$ cat src/hw/rtl/xorgens_4096_random_generator_defines.svh
// Assertion macros for the xorgens 4096 generator.
`ifndef XORGENS_4096_RANDOM_GENERATOR_DEFINES_SVH
`define XORGENS_4096_RANDOM_GENERATOR_DEFINES_SVH

// Same-cycle implication, sampled on clk, off while rst_n is low.
`define XG4K_ASSERT_SAME(label, ante, cons, msg) \
    label: assert property (@(posedge clk) disable iff (!rst_n) (ante) |-> (cons)) \
        else $error(msg);

// Next-cycle implication, sampled on clk, off while rst_n is low.
`define XG4K_ASSERT_NEXT(label, ante, cons, msg) \
    label: assert property (@(posedge clk) disable iff (!rst_n) (ante) |=> (cons)) \
        else $error(msg);

`endif

$ cat src/hw/rtl/xg4k_pkg.sv
package xg4k_pkg;

    localparam int WORD_W = 64;
    localparam int LAG = 53;
    localparam int SEED_ROUNDS = 64;

    typedef logic [WORD_W-1:0] word_t;

    localparam word_t WEYL_STEP = 64'h61c8864680b583eb;

    localparam logic OP_DRAW = 1'b0;
    localparam logic OP_SEED = 1'b1;

    // Seed mixer: xorshift 10/15/4/13.
    function automatic word_t seed_mix(input word_t v);
        word_t t;
        t = v ^ (v << 10);
        t = t ^ (t >> 15);
        t = t ^ (t << 4);
        t = t ^ (t >> 13);
        return t;
    endfunction

    // Table recurrence: current word through 33/26, lagged word through 27/29.
    function automatic word_t step_mix(input word_t cur, input word_t lagged);
        word_t c;
        word_t l;
        c = cur ^ (cur << 33);
        c = c ^ (c >> 26);
        l = lagged ^ (lagged << 27);
        l = l ^ (l >> 29);
        return c ^ l;
    endfunction

    function automatic word_t weyl_mix(input word_t w);
        return w ^ (w >> 27);
    endfunction

endpackage

$ cat src/hw/rtl/xg4k_table.sv
module xg4k_table #(
    parameter int DEPTH = 64,
    parameter int ADDR_W = 6
) (
    input  logic              clk,
    input  logic              rd_en,
    input  logic [ADDR_W-1:0] rd_cur_addr,
    input  logic [ADDR_W-1:0] rd_lag_addr,
    input  logic              wr_en,
    input  logic [ADDR_W-1:0] wr_addr,
    input  xg4k_pkg::word_t   wr_data,
    output xg4k_pkg::word_t   step_word
);
    import xg4k_pkg::*;

    word_t mem [DEPTH];
    word_t cur_q_reg;
    word_t lag_q_reg;

    always_ff @(posedge clk)
    begin
        if (wr_en)
        begin
            mem[wr_addr] <= wr_data;
        end
    end

    // Hold read data until the next read so a stalled step keeps its operands.
    always_ff @(posedge clk)
    begin
        if (rd_en)
        begin
            cur_q_reg <= mem[rd_cur_addr];
            lag_q_reg <= mem[rd_lag_addr];
        end
    end

    assign step_word = step_mix(cur_q_reg, lag_q_reg);

endmodule
$ cat config.mk
export PLATFORM = sky130hd
export DESIGN_NAME = xg4k_table
export DESIGN_NICKNAME = d
export VERILOG_FILES = /design/src/hw/rtl/xorgens_4096_random_generator_defines.svh /design/src/hw/rtl/xg4k_pkg.sv /design/src/hw/rtl/xg4k_table.sv
export SDC_FILE = /design/constraint.sdc
export NUM_CORES = 2
export LEC_CHECK = 0
export BUFFER_PORTS_ARGS = -buffer_cell sky130_fd_sc_hd__buf_4
export CAP_MARGIN = 20
export CORE_UTILIZATION = 24
export CTS_CLUSTER_DIAMETER = 100
export CTS_CLUSTER_SIZE = 10
export DETAILED_ROUTE_END_ITERATION = 10
export PLACE_DENSITY_LB_ADDON = 0.08
export REMOVE_ABC_BUFFERS = 1
export SYNTH_ARGS = -nofsm -noshare
export SYNTH_HDL_FRONTEND = slang
export SYNTH_SLANG_ARGS = --single-unit
$ cat constraint.sdc
create_clock -name clk -period 16.72 [get_ports clk]
set_clock_uncertainty 0.1 [all_clocks]
set_input_delay 1.672 -clock clk [delete_from_list [all_inputs] [get_ports clk]]
set_output_delay 1.672 -clock clk [all_outputs]
set_load 0.02 [all_outputs]
# [Word level (Yosys, flattened, before mapping)]
# Memories as Yosys holds them, arrays and structs flattened. A register that Yosys moved wholly into a read port is not among the register bits.
# Index checks and enable logic that the tools add are counted.
[word_totals] mem_bits_rw=4096 n_memories=1 reg_bits=0
[memory_table] name="mem" depth=64 width=64 rd=2 rd_ports_with_merged_regs=2 wr=1 line="xg4k_table.sv:16" text="word_t mem [DEPTH];"
[classes] bitwise_logic=5 mux=2
[op_table] op="$xor 64x64->64" n=3
[op_table] op="$xor 64x35->64" n=1
[op_table] op="$xor 64x38->64" n=1
[op_table] op="$mux 1" n=2

# [Depth between registers and ports, before layout]
[depth] ltp_word=3 ltp_mapped=10 ltp_nobuf=5

# [Least setup slack after synthesis]
# OpenSTA, ideal clock, no wires.
[synth_timing] path_type="input -> register" startpoint="in wr_addr[3]" endpoint="mem mem[48][0] (netlist name) (enable)" stages=4 arrival_ns=6.543 path_buffers=1 setup_slack_ns=9.513 path_cell_list="clkbuf_1 -> nor2b_1 -> nand4b_1 -> nor3_1"
[synth_rtl] element="start: declaration" line="xg4k_table.sv:10" text="input logic [ADDR_W-1:0] wr_addr,"
[synth_rtl] element="end: declaration" line="xg4k_table.sv:16"
# Straight into the memory's write port.

==> flow_metrics.env <==
export IMPL_gpl_final_weighted_congestion=0.7878
export IMPL_seqCellArea_um2=126800
export IMPL_power_leakage_nw=64.95
export IMPL_min_path_type="reg2reg"
export IMPL_grtUsageTotal=0.2269
export IMPL_clock_tree_buffer_depth=4
export IMPL_flip_flop_count_of_the_largest_register_all_copies_and_words_added=4096
export IMPL_yosysSeqAreaShare=0.6646
export IMPL_hpwlAfterDp_um=555100
export IMPL_numClockSinks=4224
export IMPL_count_of_placed_standard_cells_in_the_final_layout_fillers_left_out=19989
export IMPL_timing_worst_setup_path_type="in2reg"
export IMPL_cts_htree_levels=5
export IMPL_power_density_nw_per_um2=109.1
export IMPL_status="complete, no violations"
export IMPL_fin_setup_tns_ns=0
export IMPL_clk_insertion_delay_late_ns=1.09
export IMPL_final_min_period_over_clock_period=0.3564
export IMPL_cts_repair_timing_setup_buffer_count=0
export IMPL_die_area_um2=798800
export IMPL_fraction_of_post_synthesis_cell_area_in_the_top_cell_type_by_area=0.6646
export IMPL_grt_remaining_overflow=0
export IMPL_cts_hold_fix_buffers=0
export IMPL_worst_slew_pin_transition_ns=1.303
export IMPL_via_count_of_the_first_global_routing_pass=113568
export IMPL_reg2reg_depth=4
export IMPL_synthesized_instance_count=9041
export IMPL_m1WireLength_um=400600
export IMPL_cts_tree="built"
export IMPL_cts_resized=0
export IMPL_global_route_wire_length_before_repair_um=1203000
export IMPL_synth_distinct_cells=42
export IMPL_min_delay_path_depth=3
export IMPL_vias=109809
export IMPL_syn_to_final_growth_pct=14.55
export IMPL_layout_min_cycle_time_ns=5.959
export IMPL_mappedNetlistArea_um2=190800
export IMPL_route_antenna_remaining_nets=0
export IMPL_wl_met3_um=57850
export IMPL_core_area_um2=792500
export IMPL_worst_endpoint_arrival_ns=6.63
export IMPL_drt_drc_violations_left=0
export IMPL_root_buffer="sky130_fd_sc_hd__clkbuf_16"
export IMPL_rows=327
export IMPL_met2RoutedLength_um=439000
export IMPL_postSynthRegisterBits=4224
export IMPL_crit_path_max_fanout=41
export IMPL_max_slew_margin=0.1311
export IMPL_clock_fmax_ghz=0.1678
export IMPL_grt_antenna_before_repair=113
export IMPL_viasPerCell=5.493
export IMPL_synth_yosys_warnings=0
export IMPL_fillers=77719
export IMPL_peakVddDrop_uv=89.25
export IMPL_worstSetupEndpointType="flip-flop"
export IMPL_grt_start_max_net_pins=87
export IMPL_multi_input_area_um2=60930
export IMPL_maxSlewViolCount=0
export IMPL_timing_hold_violations_final=0
export IMPL_layout_drive_gt1_share=0.3491
export IMPL_nNetsFinal=9483
export IMPL_dpl_cell_count=19455
export IMPL_worstPathRequired_ns=17.39
export IMPL_number_of_top_level_pins=149
export IMPL_detail_route_wl_per_cell_um=46.42
export IMPL_path_clk_slew_ns=0.06
export IMPL_detail_route_iter0_violations=13754
export IMPL_initial_core_util=0.2408
export IMPL_die_width_um=893.7
export IMPL_post_synth_main_area_contributors="sky130_fd_sc_hd__edfxtp_1, sky130_fd_sc_hd__mux4_2, sky130_fd_sc_hd__o22ai_1"
export IMPL_placement_io_buffers=148
export IMPL_topRoutingLayerUsed="met5"
export IMPL_die_height_um=893.7
export IMPL_synth_avg_cell_area_um2=21.11
export IMPL_setup_viol_count_final=0
export IMPL_drv_cap=0
export IMPL_synth_area_leader_cell="sky130_fd_sc_hd__edfxtp_1"
export IMPL_cp_launch_type="primary input"
export IMPL_wirelength_um=927800
export IMPL_cts_inserted_buffers=464
export IMPL_rsz0062_at_grt="no"
export IMPL_firstDrtPassIters=6
-- worst paths after layout --
kind / from / endpoint / slack [ns]
worst min register to register: mem[22][15] / cur_q_reg[15] / 0.86
worst max-delay path: rd_cur_addr[0] / cur_q_reg[62] / 10.76
worst min-delay path: mem[22][15] / cur_q_reg[15] / 0.86
worst max register to register: mem[24][30] / cur_q_reg[30] / 14.28
-- through the flow --
stage | area (µm²) | hold WS, ns | utilization | setup slack (ns) | power, mW
detailed placement | 206300 | 0.8862 | 0.2603 | 9.529 | 14.78
finish | 218600 | 0.8591 | 0.2759 | 10.76 | 23.84
CTS | 218500 | 0.8565 | 0.2757 | 10.73 | 24.13
global route | 218500 | 0.9396 | 0.2758 | 10.37 | 24.47
floorplan | 187000 | 0.7993 | - | 9.610 | 13.11
global placement | 206000 | 0.8678 | 0.2600 | 9.496 | 14.77
-- logic make-up (layout without fill, tap and decap cells) --
logic type | count (synthesis) | in the layout | share of synthesized area
DFF | 4224 | 4224 | 0.6646
buffers and inverters | 741 | 1132 | 0.02028
other | 0 | 29 | 0
AOI/OAI and AO/OA | 1239 | 1239 | 0.04594
muxes | 2204 | 2204 | 0.2489
xor gates and xnor gates | 203 | 203 | 0.009460
and+or+nand+nor | 430 | 430 | 0.01077
-- cell type report --
cell class,instances,area share
multi-input combinational,4076,0.2787
tap,10528,0.06026
clock buffer,468,0.05338
clock inverter,32,0.002507
antenna,29,0.0003320
timing repair buffer,632,0.02461
sequential,4224,0.5802
-- worst max-delay path, cell delays in order --
cell                       delay, ns
sky130_fd_sc_hd__buf_16         0.27
sky130_fd_sc_hd__buf_4          0.69
sky130_fd_sc_hd__buf_4          0.70
sky130_fd_sc_hd__buf_4          0.75
sky130_fd_sc_hd__buf_4          0.78
sky130_fd_sc_hd__mux4_2         0.60
sky130_fd_sc_hd__o22ai_1        0.28
sky130_fd_sc_hd__nor2_1         0.13
sky130_fd_sc_hd__a21oi_1        0.29
sky130_fd_sc_hd__a221oi_1       0.10
-- synth_stat cells, drive strengths merged --
| cell | n |
|---|---|
| edfxtp | 4224 |
| mux4 | 2032 |
| o22ai | 472 |
| buf | 418 |
| clkbuf | 323 |
| nor2 | 204 |
| xnor2 | 160 |
| mux2i | 156 |
| a221oi | 154 |
| a21oi | 151 |
| a22o | 144 |
| o221ai | 83 |
| nor3 | 64 |
| a211oi | 59 |
| o21ai | 53 |
| nor4 | 52 |
| o22a | 52 |
| xor2 | 41 |
| a22oi | 34 |
| nand2 | 27 |
| nor2b | 27 |
| nand2b | 21 |
| a311oi | 17 |
| mux2 | 16 |
| a2111oi | 12 |
| a31oi | 8 |
| nand3 | 6 |
| and2 | 5 |
| nand3b | 5 |
| or2 | 5 |
| nor4b | 4 |
| nand4 | 3 |
| or3b | 3 |
| nand4b | 2 |
| or3 | 2 |
| xnor3 | 2 |
-- power breakdown --
part           leakage [nW]  switching (mW)  internal, mW
logic                  20.9            1.72         0.896
clock network          5.98            4.42          4.91
registers              38.1           0.122          11.8
total                  64.9            6.26          17.6
-- layer usage --
metal / global-route usage / up-vias
li1: - / 40708
met1: 0.3129 / 62798
met2: 0.3706 / 5167
met3: 0.03583 / 1120
met4: 0.06559 / 16
met5: 0 / -
-- layout by cell type, fill, tap and decap left out, types with 34 or more instances in the layout --
master / netlist / layout
sky130_fd_sc_hd__clkbuf_16: 0 / 466
sky130_fd_sc_hd__a21oi_1: 151 / 151
sky130_fd_sc_hd__nor4_1: 52 / 49
sky130_fd_sc_hd__buf_4: 190 / 571
sky130_fd_sc_hd__nor3_1: 64 / 62
sky130_fd_sc_hd__xnor2_1: 160 / 157
sky130_fd_sc_hd__nor2_4: 0 / 65
sky130_fd_sc_hd__nor2_1: 203 / 137
sky130_fd_sc_hd__a221oi_1: 154 / 154
sky130_fd_sc_hd__o22a_1: 52 / 52
sky130_fd_sc_hd__mux2i_1: 156 / 156
sky130_fd_sc_hd__mux4_2: 2032 / 2032
sky130_fd_sc_hd__a211oi_1: 59 / 59
sky130_fd_sc_hd__a22o_1: 144 / 144
sky130_fd_sc_hd__xor2_1: 41 / 41
sky130_fd_sc_hd__o22ai_1: 472 / 472
sky130_fd_sc_hd__buf_12: 0 / 39
sky130_fd_sc_hd__edfxtp_1: 4224 / 4224
sky130_fd_sc_hd__a22oi_1: 34 / 34
sky130_fd_sc_hd__o221ai_1: 83 / 83
sky130_fd_sc_hd__o21ai_0: 45 / 45
No activity file was read; power rests on OpenSTA's default activity.
